### src/rtl/shb_pkg.sv
package shb_pkg;

  localparam logic REQ_LOAD = 1'b0;
  localparam logic REQ_KEY  = 1'b1;

  localparam logic CFG_TABLE_SIZE = 1'b0;
  localparam logic CFG_MULT_COUNT = 1'b1;

  localparam int SIZE_W  = 17;
  localparam int COUNT_W = 6;
  localparam int ECNT_W  = 7;

  localparam logic [SIZE_W-1:0]  TABLE_SIZE_RESET = 17'd1024;
  localparam logic [SIZE_W-1:0]  TABLE_SIZE_LIMIT = 17'd65536;
  localparam logic [COUNT_W-1:0] MULT_COUNT_RESET = 6'd20;

  // effective (clamped) configuration seen by front and back
  typedef struct packed {
    logic [SIZE_W-1:0] size;
    logic [ECNT_W-1:0] count;
  } shb_cfg_t;

endpackage

### src/rtl/string_bucket_hash.sv
// String bucket hash.
// Input channel (in_valid/in_ready) takes one request per handshake:
//   a load request (in_req_type = 0) writes in_mult_value into multiplier
//   entry in_mult_index; a key request (in_req_type = 1) delivers in_key_byte.
// A nonzero byte is multiplied by the current multiplier and accumulated;
// a zero byte ends the key and yields one result on the output channel
// (out_valid/out_ready): out_bucket_index = sum mod table_size, and
// out_raw_sum = low 32 bits of the sum.
// A key byte takes a table read, then a multiply-add, with in_ready low during
// the multiply-add; a load or a terminator leaves the front idle. The remainder
// is computed by a bit-serial divider behind a 2-entry queue, so it overlaps
// the next key. A result passes through the queue, the divider's run and done
// states and the output register before out_valid rises.
// The user must write configuration (cfg_we/cfg_index/cfg_wdata) only while idle;
// the block does not enforce it. Index 0 is table_size, index 1 is mult_count.
// Reset clears the running sum, position, queue and output, and restores
// table_size = 1024 and mult_count = 20; multipliers must be loaded before use.
// When the receiver stalls, the result holds in the output register; the divider
// finishes its key and waits, the queue keeps filling, and in_ready drops once it is full.
module string_bucket_hash
  import shb_pkg::*;
#(
  parameter int MAX_MULTS = 32,
  parameter int SUM_WIDTH = 32
) (
  input  logic              clk,
  input  logic              rst_n,
  input  logic              in_valid,
  output logic              in_ready,
  input  logic              in_req_type,
  input  logic [7:0]        in_key_byte,
  input  logic [4:0]        in_mult_index,
  input  logic [31:0]       in_mult_value,
  output logic              out_valid,
  input  logic              out_ready,
  output logic [15:0]       out_bucket_index,
  output logic [31:0]       out_raw_sum,
  input  logic              cfg_we,
  input  logic              cfg_index,
  input  logic [SIZE_W-1:0] cfg_wdata
);

  logic [SIZE_W-1:0]    table_size_r;
  logic [COUNT_W-1:0]   mult_count_r;
  shb_cfg_t             cfg;
  logic                 q_full, q_valid, q_pop, push_valid;
  logic [SUM_WIDTH-1:0] push_data, q_data;

  always_ff @(posedge clk) begin
    if (!rst_n) begin
      table_size_r <= TABLE_SIZE_RESET;
      mult_count_r <= MULT_COUNT_RESET;
    end else if (cfg_we) begin
      unique case (cfg_index)
        CFG_TABLE_SIZE: table_size_r <= cfg_wdata;
        CFG_MULT_COUNT: mult_count_r <= cfg_wdata[COUNT_W-1:0];
        default: ;
      endcase
    end
  end

  always_comb begin
    if (table_size_r == '0)                   cfg.size = SIZE_W'(1);
    else if (table_size_r > TABLE_SIZE_LIMIT) cfg.size = TABLE_SIZE_LIMIT;
    else                                      cfg.size = table_size_r;
    if (mult_count_r == '0)                         cfg.count = ECNT_W'(1);
    else if ({1'b0, mult_count_r} > ECNT_W'(MAX_MULTS)) cfg.count = ECNT_W'(MAX_MULTS);
    else                                            cfg.count = {1'b0, mult_count_r};
  end

  shb_front #(
    .MAX_MULTS (MAX_MULTS),
    .SUM_WIDTH (SUM_WIDTH)
  ) u_front (
    .clk           (clk),
    .rst_n         (rst_n),
    .in_valid      (in_valid),
    .in_ready      (in_ready),
    .in_req_type   (in_req_type),
    .in_key_byte   (in_key_byte),
    .in_mult_index (in_mult_index),
    .in_mult_value (in_mult_value),
    .cfg           (cfg),
    .q_full        (q_full),
    .push_valid    (push_valid),
    .push_data     (push_data)
  );

  shb_queue #(
    .SUM_WIDTH (SUM_WIDTH)
  ) u_queue (
    .clk        (clk),
    .rst_n      (rst_n),
    .push_valid (push_valid),
    .push_data  (push_data),
    .q_full     (q_full),
    .q_valid    (q_valid),
    .q_data     (q_data),
    .q_pop      (q_pop)
  );

  shb_divider #(
    .SUM_WIDTH (SUM_WIDTH)
  ) u_divider (
    .clk              (clk),
    .rst_n            (rst_n),
    .q_valid          (q_valid),
    .q_data           (q_data),
    .q_pop            (q_pop),
    .cfg              (cfg),
    .out_valid        (out_valid),
    .out_ready        (out_ready),
    .out_bucket_index (out_bucket_index),
    .out_raw_sum      (out_raw_sum)
  );

endmodule

### src/rtl/shb_front.sv
module shb_front
  import shb_pkg::*;
#(
  parameter int MAX_MULTS = 32,
  parameter int SUM_WIDTH = 32
) (
  input  logic                 clk,
  input  logic                 rst_n,
  input  logic                 in_valid,
  output logic                 in_ready,
  input  logic                 in_req_type,
  input  logic [7:0]           in_key_byte,
  input  logic [4:0]           in_mult_index,
  input  logic [31:0]          in_mult_value,
  input  shb_cfg_t             cfg,
  input  logic                 q_full,
  output logic                 push_valid,
  output logic [SUM_WIDTH-1:0] push_data
);

  localparam int PW = (MAX_MULTS > 1) ? $clog2(MAX_MULTS) : 1;

  localparam logic F_IDLE = 1'b0;
  localparam logic F_MAC  = 1'b1;

  logic                 state_r, state_nxt;
  logic [SUM_WIDTH-1:0] sum_r, sum_nxt;
  logic [PW-1:0]        pos_r, pos_nxt;
  logic [7:0]           byte_r;
  logic [31:0]          mult_q;
  logic [31:0]          mem [MAX_MULTS];
  logic [PW-1:0]        wr_addr;
  logic [39:0]          prod;
  logic [ECNT_W-1:0]    pos_inc;
  logic                 accept;

  assign in_ready = (state_r == F_IDLE) && !q_full;
  assign accept   = in_valid && in_ready;
  assign wr_addr  = PW'(in_mult_index);

  assign push_valid = accept && (in_req_type == REQ_KEY) && (in_key_byte == 8'd0);
  assign push_data  = sum_r;

  assign prod    = byte_r * mult_q;
  assign pos_inc = ECNT_W'(pos_r) + ECNT_W'(1);

  always_ff @(posedge clk) begin
    if (accept && (in_req_type == REQ_LOAD) && (in_mult_index < MAX_MULTS)) begin
      mem[wr_addr] <= in_mult_value;
    end
    if (accept && (in_req_type == REQ_KEY)) begin
      mult_q <= mem[pos_r];
      byte_r <= in_key_byte;
    end
  end

  always_comb begin
    state_nxt = state_r;
    sum_nxt   = sum_r;
    pos_nxt   = pos_r;
    unique case (state_r)
      F_IDLE: begin
        if (accept && (in_req_type == REQ_KEY)) begin
          if (in_key_byte == 8'd0) begin
            sum_nxt = '0;
            pos_nxt = '0;
          end else begin
            state_nxt = F_MAC;
          end
        end
      end
      F_MAC: begin
        sum_nxt   = sum_r + SUM_WIDTH'(prod);
        // a position left beyond a lowered count still wraps here
        pos_nxt   = (pos_inc >= cfg.count) ? '0 : PW'(pos_inc);
        state_nxt = F_IDLE;
      end
      default: state_nxt = F_IDLE;
    endcase
  end

  always_ff @(posedge clk) begin
    if (!rst_n) begin
      state_r <= F_IDLE;
      sum_r   <= '0;
      pos_r   <= '0;
    end else begin
      state_r <= state_nxt;
      sum_r   <= sum_nxt;
      pos_r   <= pos_nxt;
    end
  end

endmodule

### src/rtl/shb_queue.sv
module shb_queue #(
  parameter int SUM_WIDTH = 32
) (
  input  logic                 clk,
  input  logic                 rst_n,
  input  logic                 push_valid,
  input  logic [SUM_WIDTH-1:0] push_data,
  output logic                 q_full,
  output logic                 q_valid,
  output logic [SUM_WIDTH-1:0] q_data,
  input  logic                 q_pop
);

  logic [SUM_WIDTH-1:0] data_r [2];
  logic                 wr_ptr_r, rd_ptr_r;
  logic [1:0]           count_r;

  assign q_valid = (count_r != 2'd0);
  assign q_full  = (count_r == 2'd2);
  assign q_data  = data_r[rd_ptr_r];

  always_ff @(posedge clk) begin
    if (push_valid) begin
      data_r[wr_ptr_r] <= push_data;
    end
  end

  always_ff @(posedge clk) begin
    if (!rst_n) begin
      wr_ptr_r <= 1'b0;
      rd_ptr_r <= 1'b0;
      count_r  <= 2'd0;
    end else begin
      if (push_valid) wr_ptr_r <= !wr_ptr_r;
      if (q_pop)      rd_ptr_r <= !rd_ptr_r;
      count_r <= count_r + 2'(push_valid) - 2'(q_pop);
    end
  end

endmodule

### src/rtl/shb_divider.sv
module shb_divider
  import shb_pkg::*;
#(
  parameter int SUM_WIDTH = 32
) (
  input  logic                 clk,
  input  logic                 rst_n,
  input  logic                 q_valid,
  input  logic [SUM_WIDTH-1:0] q_data,
  output logic                 q_pop,
  input  shb_cfg_t             cfg,
  output logic                 out_valid,
  input  logic                 out_ready,
  output logic [15:0]          out_bucket_index,
  output logic [31:0]          out_raw_sum
);

  localparam int CW = $clog2(SUM_WIDTH + 1);

  localparam logic [1:0] B_IDLE = 2'd0;
  localparam logic [1:0] B_RUN  = 2'd1;
  localparam logic [1:0] B_DONE = 2'd2;

  logic [1:0]           state_r, state_nxt;
  logic [CW-1:0]        cnt_r;
  logic [SUM_WIDTH-1:0] dividend_r;
  logic [SIZE_W-1:0]    rem_r, div_r;
  logic [31:0]          raw_r, raw_in;
  logic [SIZE_W:0]      trial;
  logic                 out_valid_r;
  logic                 load_out;

  generate
    if (SUM_WIDTH >= 32) begin : g_raw_trunc
      assign raw_in = q_data[31:0];
    end else begin : g_raw_ext
      assign raw_in = {{(32 - SUM_WIDTH){1'b0}}, q_data};
    end
  endgenerate

  // restoring remainder, one dividend bit per cycle
  assign trial = {rem_r, dividend_r[SUM_WIDTH-1]};

  assign q_pop    = (state_r == B_IDLE) && q_valid;
  assign load_out = (state_r == B_DONE) && (!out_valid_r || out_ready);
  assign out_valid = out_valid_r;

  always_comb begin
    state_nxt = state_r;
    unique case (state_r)
      B_IDLE:  if (q_valid) state_nxt = B_RUN;
      B_RUN:   if (cnt_r == CW'(1)) state_nxt = B_DONE;
      B_DONE:  if (load_out) state_nxt = B_IDLE;
      default: state_nxt = B_IDLE;
    endcase
  end

  always_ff @(posedge clk) begin
    if (q_pop) begin
      dividend_r <= q_data;
      raw_r      <= raw_in;
      rem_r      <= '0;
      div_r      <= cfg.size;
      cnt_r      <= CW'(SUM_WIDTH);
    end else if (state_r == B_RUN) begin
      dividend_r <= dividend_r << 1;
      rem_r      <= (trial >= {1'b0, div_r}) ? SIZE_W'(trial - {1'b0, div_r})
                                            : trial[SIZE_W-1:0];
      cnt_r      <= cnt_r - CW'(1);
    end
    if (load_out) begin
      out_bucket_index <= rem_r[15:0];
      out_raw_sum      <= raw_r;
    end
  end

  always_ff @(posedge clk) begin
    if (!rst_n) begin
      state_r     <= B_IDLE;
      out_valid_r <= 1'b0;
    end else begin
      state_r <= state_nxt;
      if (load_out)       out_valid_r <= 1'b1;
      else if (out_ready) out_valid_r <= 1'b0;
    end
  end

endmodule

### config.mk
export PLATFORM = sky130hd
export DESIGN_NAME = string_bucket_hash
export DESIGN_NICKNAME = d
export VERILOG_FILES = /design/src/rtl/shb_pkg.sv /design/src/rtl/string_bucket_hash.sv /design/src/rtl/shb_front.sv /design/src/rtl/shb_queue.sv /design/src/rtl/shb_divider.sv
export SDC_FILE = /design/constraint.sdc
export NUM_CORES = 2
export LEC_CHECK = 0
export CAP_MARGIN = 10
export CORE_UTILIZATION = 30
export DETAILED_ROUTE_END_ITERATION = 6
export DONT_BUFFER_PORTS = 1
export GPL_ROUTABILITY_DRIVEN = 0
export GPL_TIMING_DRIVEN = 0
export PLACE_DENSITY = 0.46
export SLEW_MARGIN = 20
export SYNTH_ARGS = -nofsm -noshare
export SYNTH_HDL_FRONTEND = slang
export SYNTH_SLANG_ARGS = --single-unit
### constraint.sdc
create_clock -name clk -period 6.5 [get_ports clk]
set_input_delay 0.65 -clock clk [delete_from_list [all_inputs] [get_ports clk]]
set_output_delay 0.65 -clock clk [all_outputs]
set_load 0.05 [all_outputs]
### Word level (Yosys, flattened, before mapping)

Memories as Yosys holds them, arrays and structs flattened. A register that Yosys moved wholly into a read port is not among the register bits.
Cells that the tools add are included.

| storage, ports and cells | value |
|---|---|
| bits in registers | 228 |
| RAM bits | 1088 |
| bits of input ports | 69 |
| output and inout bits | 50 |
| memories | 2 |

Memory list:

| name | words | bits a word | rd ports | clocked after memory_dff | wr ports | RTL line | source |
|---|---|---|---|---|---|---|---|
| u_front.mem | 32 | 32 | 1 | 1 | 1 | shb_front.sv:31 | `logic [31:0] mem [MAX_MULTS];` |
| u_queue.data_r | 2 | 32 | 1 | 1 | 1 | shb_queue.sv:14 | `logic [SUM_WIDTH-1:0] data_r [2];` |

| operators by class | value |
|---|---|
| $add $sub $neg | 6 |
| $mul | 1 |
| order comparisons | 4 |
| eq/ne operators | 9 |
| muxes and demuxes | 28 |
| bitwise gates (word level) | 3 |
| reduce and logical (&&, ||, !) cells | 24 |

Operator list:

| kind | number |
|---|---|
| $mux W32 | 4 |
| $pmux W32 S2 | 1 |
| $mux W17 | 2 |
| $add A32 B32 Y32 | 1 |
| $mul A8 B32 Y32 | 1 |
| $ge A18 B17 Y1 | 1 |
| $gt A17 B17 Y1 const B | 1 |
| $logic_not A17 Y1 | 1 |
| $sub A17 B17 Y17 | 1 |
| $mux W5 | 3 |
| $mux W6 | 2 |
| $mux W1 | 10 |
| $pmux W5 S2 | 1 |
| $logic_not A8 Y1 | 1 |
| $ge A7 B6 Y1 | 1 |
| $logic_and A1 B1 Y1 | 7 |
| $add A5 B1 Y6 const B | 1 |
| $eq A6 B1 Y1 const B | 1 |
| $gt A6 B6 Y1 const B | 1 |
| $logic_not A6 Y1 | 1 |
| $mux W2 | 3 |
| $ne A2 B1 Y1 const B | 3 |
| $pmux W2 S3 | 1 |
| $reduce_and A2 Y1 | 3 |
| 14 further kinds | 23 |

### Logic depth before layout (Yosys ltp)

| logic depth | value |
|---|---|
| depth in word-level cells | 8 |
| depth in mapped cells | 19 |
| gate-level depth less buffers | 18 |

### Cells and area by module

A second synthesis with hierarchy kept.

| second synthesis, totals | value |
|---|---|
| cells, all modules | 3380 |
| area, all modules | 59572.1 µm² |

By module, submodules not included:

| module | times used | cells each | area each (µm²) | sequential area each (µm²) |
|---|---|---|---|---|
| shb_front | 1 | 2608 | 49269.8 | 32711.4 |
| shb_divider | 1 | 514 | 6449.9 | 4394.2 |
| shb_queue | 1 | 121 | 2693.8 | 2021.9 |
| string_bucket_hash | 1 | 137 | 1158.6 | 460.4 |

### Worst setup path before layout

No wires, ideal clock.

| timing path | value |
|---|---|
| path kind | reg2reg |
| from | register u_front.byte_r[3] |
| to | register u_front.sum_r[30], in the netlist u_front.push_data[30] |
| setup time | 0.125 ns |
| data arrival time | 4.753 ns |
| path slack | 1.622 ns |
| cell stages (with the launch flop) | 20 |
| path buffers | 3 |
| period minus slack after synthesis | 4.878 ns |
| path through | edfxtp_1 clkbuf_1 clkbuf_1 and2_1 fa_1 fa_1 fa_1 inv_1 fa_1 inv_1 ha_1 buf_2 and4_1 nand3_1 or4_1 o211ai_2 a22oi_1 a31oi_1 xnor2_1 o21ai_1 |

| between the ends | value |
|---|---|
| word-level cells in the longest chain between the ends | 3 |

Ends and longest elaborated chain:

| what | RTL line | source |
|---|---|---|
| start: declaration | shb_front.sv:29 | `logic [7:0] byte_r;` |
| start signal: assignment | shb_front.sv:53 | `byte_r <= in_key_byte;` |
| $mul A8 B32 Y32 | shb_front.sv:44 | `assign prod = byte_r * mult_q;` |
| $add A32 B32 Y32 | shb_front.sv:73 | `sum_nxt = sum_r + SUM_WIDTH'(prod);` |
| $pmux W32 S2 | shb_front.sv:61 | `unique case (state_r)` |
| end signal: assignment | shb_front.sv:89 | `sum_r <= sum_nxt;` |
| end: declaration | shb_front.sv:27 | `logic [SUM_WIDTH-1:0] sum_r, sum_nxt;` |

Every way passes these cells.
A chain may end at the register's enable or synchronous reset.

### Final worst setup path

| timing path | value |
|---|---|
| from | register u_front.byte_r[2] |
| to | register u_front.sum_r[31], in the netlist u_front.push_data[31] |

The elaborated chain is that of the path after synthesis.

==> metrics.txt <==
clock share of power=0.299; Synth Flop Type=edfxtp_1; Util after Layout=0.3543; PortBufs=0; clock skew=0.02959 ns; CTS Buf Count=147; synth warn=0; Starting Density=0.3026; Reg2Reg Launch Point=u_front.byte_r[2]$_DFFE_PP_; critical-path cell list=clkbuf_1 -> clkbuf_1 -> and2_1 -> fa_1 -> fa_1 -> fa_1 -> inv_1 -> fa_1 -> inv_1 -> ha_1 -> a21oi_1 -> o21ai_0 -> a22oi_1 -> o22ai_1 -> a211oi_1 -> o31a_1 -> xnor2_1 -> o21ai_0; initial antenna violation count=8; RSZ-0062 raised after global routing=no; Mapped Area=59120 sq um; area delta synth->final=17.12%; # resized after CTS=0; P_sw=8.532 mW; most frequent CP cell=fa_1; Clk Latency, worst-skew pair=0.78 ns; Die Ht=445.9 um; placed cell areas=64220 sq um; Sink Count=1349; Power Density=381.2 nW/um^2; Gate power share=0.309; average size of a mapped cell=17.54 sq um; run status=finished clean; layout cell share with drive strength beyond 1=0.2068; clk buf depth=3; Final Hold Vio Count=0; GRT overflow=0; Worst EP required=7.14 ns; setup bufs post-CTS=0; DP Wirelength=108600 um; slowest stage delay, CP=0.62 ns; Setup-failing EPs final=0; fin crit share=0.9332; sequential area share after synthesis=0.6696; Hold Path Depth=2; FF-to-FF setup slack=0.43 ns; worst hold path type=input port to flip-flop; Max Slew Vio Count=0; Sw Share=0.3233; via count=29610; Hold Path Sink=table_size_r[9]$_SDFFE_PN0P_; Post-synth EDFFs=1257; number of global-route vias before repair=31200; synth unique cells=70; CP Max Fanout=10; Design Area, Final=69240 sq um; Die Span X=445.9 um; H-tree Lvls=4; actual slew at the worst max-slew pin=1.217 ns; Reg2Reg Depth=18; crit path DAT=6.70 ns; Final #Nets=3969; first-pass GRT wire length=223900 um; die area=198800 sq um; post-layout min period=6.066 ns; CTS tree=yes; pin count of the biggest net entering global routing=36; asr flop ratio synth=0; row cnt=162; leakage power=22.94 nW; CP endpoint kind=flip-flop; sequential share of power=0.392; fmax=0.1649 GHz; DRT Pass-1 Iters=7; I/O pins=119; flops & latches, synth=1349; clk root buf=clkbuf_16; wire per inst=24.16 um; post-route ant nets=0; Pint=17.86 mW; post-DR vias/cell=4.639; Slowest cell on crit path=clkbuf_1; All-Layer GR Usage=0.1570; Rel. slew slack=0.1884; HP Start=cfg_wdata[9]; Routed WL=154200 um; RR Endpoint=u_front.push_data[31]$_SDFFE_PN0P_; DRC=0; number of DRC markers in iteration 0=2304; peak supply drop=365.2 uV; Post-Synthesis Cells=3370; clock slew at reported path FFs=0.06 ns; core area=195400 sq um; Worst setup SP type=flip-flop; Max Cap Violations=0; Setup CP Type=flip-flop to flip-flop; Net Count, Synth=3697
==> state kept, by name, summed over array words and instances, names as in the netlist, 17 cells and up, named ones only <==
register	flops
u_queue.data_r	64
u_front.mem	1024
u_divider.rem_r	17
u_divider.div_r	17
u_front.mult_q	32
u_divider.out_raw_sum	32
u_divider.dividend_r	32
u_divider.raw_r	32
table_size_r	17
u_front.push_data	32
==> cell families (layout without fill, tap and decap cells) <==
family	count (synthesis)	count (layout)	synth area share
DFF	1349	1349	0.6696
and+or+nand+nor	669	669	0.05505
buffers and inverters	429	817	0.02819
muxes	399	399	0.1367
adders and majority gates	258	258	0.07835
xor gates and xnor gates	58	58	0.008593
other	0	2	0
AOI/OAI and AO/OA	208	208	0.02349
==> worst max path at each step <==
stage	start	endpoint	slack [ns]	cells past startpoint
after floorplan	u_front.byte_r[3]$_DFFE_PP_	u_front.push_data[30]$_SDFFE_PN0P_	1.62	19
after global placement	u_front.state_r$_SDFF_PP0_	u_front.mem[13][7]$_DFFE_PP_	-1.72	5
after detailed placement	u_front.byte_r[3]$_DFFE_PP_	u_front.push_data[31]$_SDFFE_PN0P_	0.17	19
after CTS	u_front.byte_r[3]$_DFFE_PP_	u_front.push_data[31]$_SDFFE_PN0P_	0.15	19
after global routing	u_front.byte_r[3]$_DFFE_PP_	u_front.push_data[31]$_SDFFE_PN0P_	0.16	18
final	u_front.byte_r[2]$_DFFE_PP_	u_front.push_data[31]$_SDFFE_PN0P_	0.43	18
==> per-stage QoR <==
stage          setup TNS, ns  worst slack [ns]  power (mW)  instances  hold WS, ns
2_1_floorplan              0             1.622       16.63       3370       0.4003
3_3_place_gp        -1318.99            -1.723       18.65       5994       0.4016
3_5_place_dp               0            0.1696       18.64       6065       0.4052
4_1_cts                    0            0.1455       26.76       6383     0.006486
5_1_grt                    0            0.1642       28.18       6383      0.01849
6_report                   0            0.4344       26.39       6384      0.06403
==> synthesized netlist by cell type (all sizes together), types with 3 or more instances <==
cell	number	area share
or3	4	0.00042
nand2b	9	0.00095
nor3b	3	0.00038
a21o	17	0.0022
o31ai	8	0.0010
xor2	19	0.0028
and2	182	0.019
nand3	28	0.0024
mux4	320	0.12
o21ai	53	0.0046
a211oi	6	0.00076
and3	7	0.00076
mux2	66	0.013
a31oi	7	0.00074
or4	5	0.00064
mux2i	13	0.0022
o21bai	6	0.00076
nor4	6	0.00064
nor3	22	0.0021
a211o	4	0.00059
o211ai	6	0.00085
a21boi	22	0.0028
inv	286	0.018
buf	50	0.0041
o21a	8	0.0010
nor2b	21	0.0022
edfxtp	1257	0.64
xnor2	39	0.0058
clkbuf	92	0.0058
a311oi	3	0.00044
ha	71	0.015
a2111oi	3	0.00076
nand2	290	0.018
or2	5	0.00053
dfxtp	92	0.031
nor2	76	0.0048
a21oi	43	0.0038
a22oi	9	0.0011
fa	187	0.063
==> placed cells by master, fill, tap and decap left out, types with 6 or more instances in the layout <==
cell type / instances
a21o_1: 17
inv_1: 284
mux2_2: 66
dlygate4sd3_1: 29
buf_16: 16
clkinv_2: 23
nand3_1: 28
nand2_1: 290
buf_12: 58
clkinv_1: 24
clkbuf_1: 131
buf_2: 53
mux4_2: 320
clkbuf_2: 8
buf_1: 13
a21boi_0: 22
o21a_1: 7
o31ai_1: 8
and2_1: 182
nor2b_1: 20
nor4_1: 6
nor2_1: 42
ha_1: 71
xnor2_1: 39
o21ai_1: 10
edfxtp_1: 1257
dfxtp_1: 92
mux2i_1: 13
nand2b_1: 9
clkbuf_16: 150
o21bai_1: 6
a31oi_1: 7
nor3_1: 20
a21oi_1: 41
a22oi_1: 9
a211oi_1: 6
xor2_1: 19
fa_1: 187
o21ai_0: 40
nor2_4: 34
==> metal layers <==
layer,vias up,global-route usage,wire length [um]
li1,13220,-,-
met1,15540,0.2055,66780
met2,666,0.2667,77000
met3,193,0.03007,7023
met4,0,0.03938,3408
met5,-,0,0
==> power by group through the flow <==
| stage | Clock [mW] | Combinational (mW) | Sequential (mW) |
|---|---|---|---|
| after floorplan | 0 | 6.19 | 10.4 |
| after global placement | 0 | 8.10 | 10.5 |
| after detailed placement | 0 | 8.10 | 10.5 |
| after CTS | 8.13 | 8.27 | 10.4 |
| after global routing | 8.44 | 9.35 | 10.4 |
| final | 7.89 | 8.15 | 10.4 |
==> critical path: cells and delay by family (launching register included) <==
kind                       cells  cell delay (ns)
AOI/OAI and AO/OA              7             1.72
DFF                            1             0.42
and+or+nand+nor                1             0.22
xor gates and xnor gates       1             0.16
adders and majority gates      5             2.28
buffers and inverters          4             1.13
==> cell type report <==
type | instances | area [sq um]
fill | 18570 | 126200
sequential | 1349 | 39590
multi-input combinational | 1592 | 18140
clock buffer | 199 | 3948
tap | 2624 | 3283
timing repair buffer | 124 | 2009
inverter | 287 | 1077
buffer | 141 | 600.6
clock inverter | 66 | 583.1
antenna | 2 | 5.005
==> what timing repair did <==
item | CTS | global route
hold endpoints to repair | 1049 | 0
endpoints found under the setup margin | 0 | 3
hold buffers | 53 | 0
(Power assumes the default switching activity.)
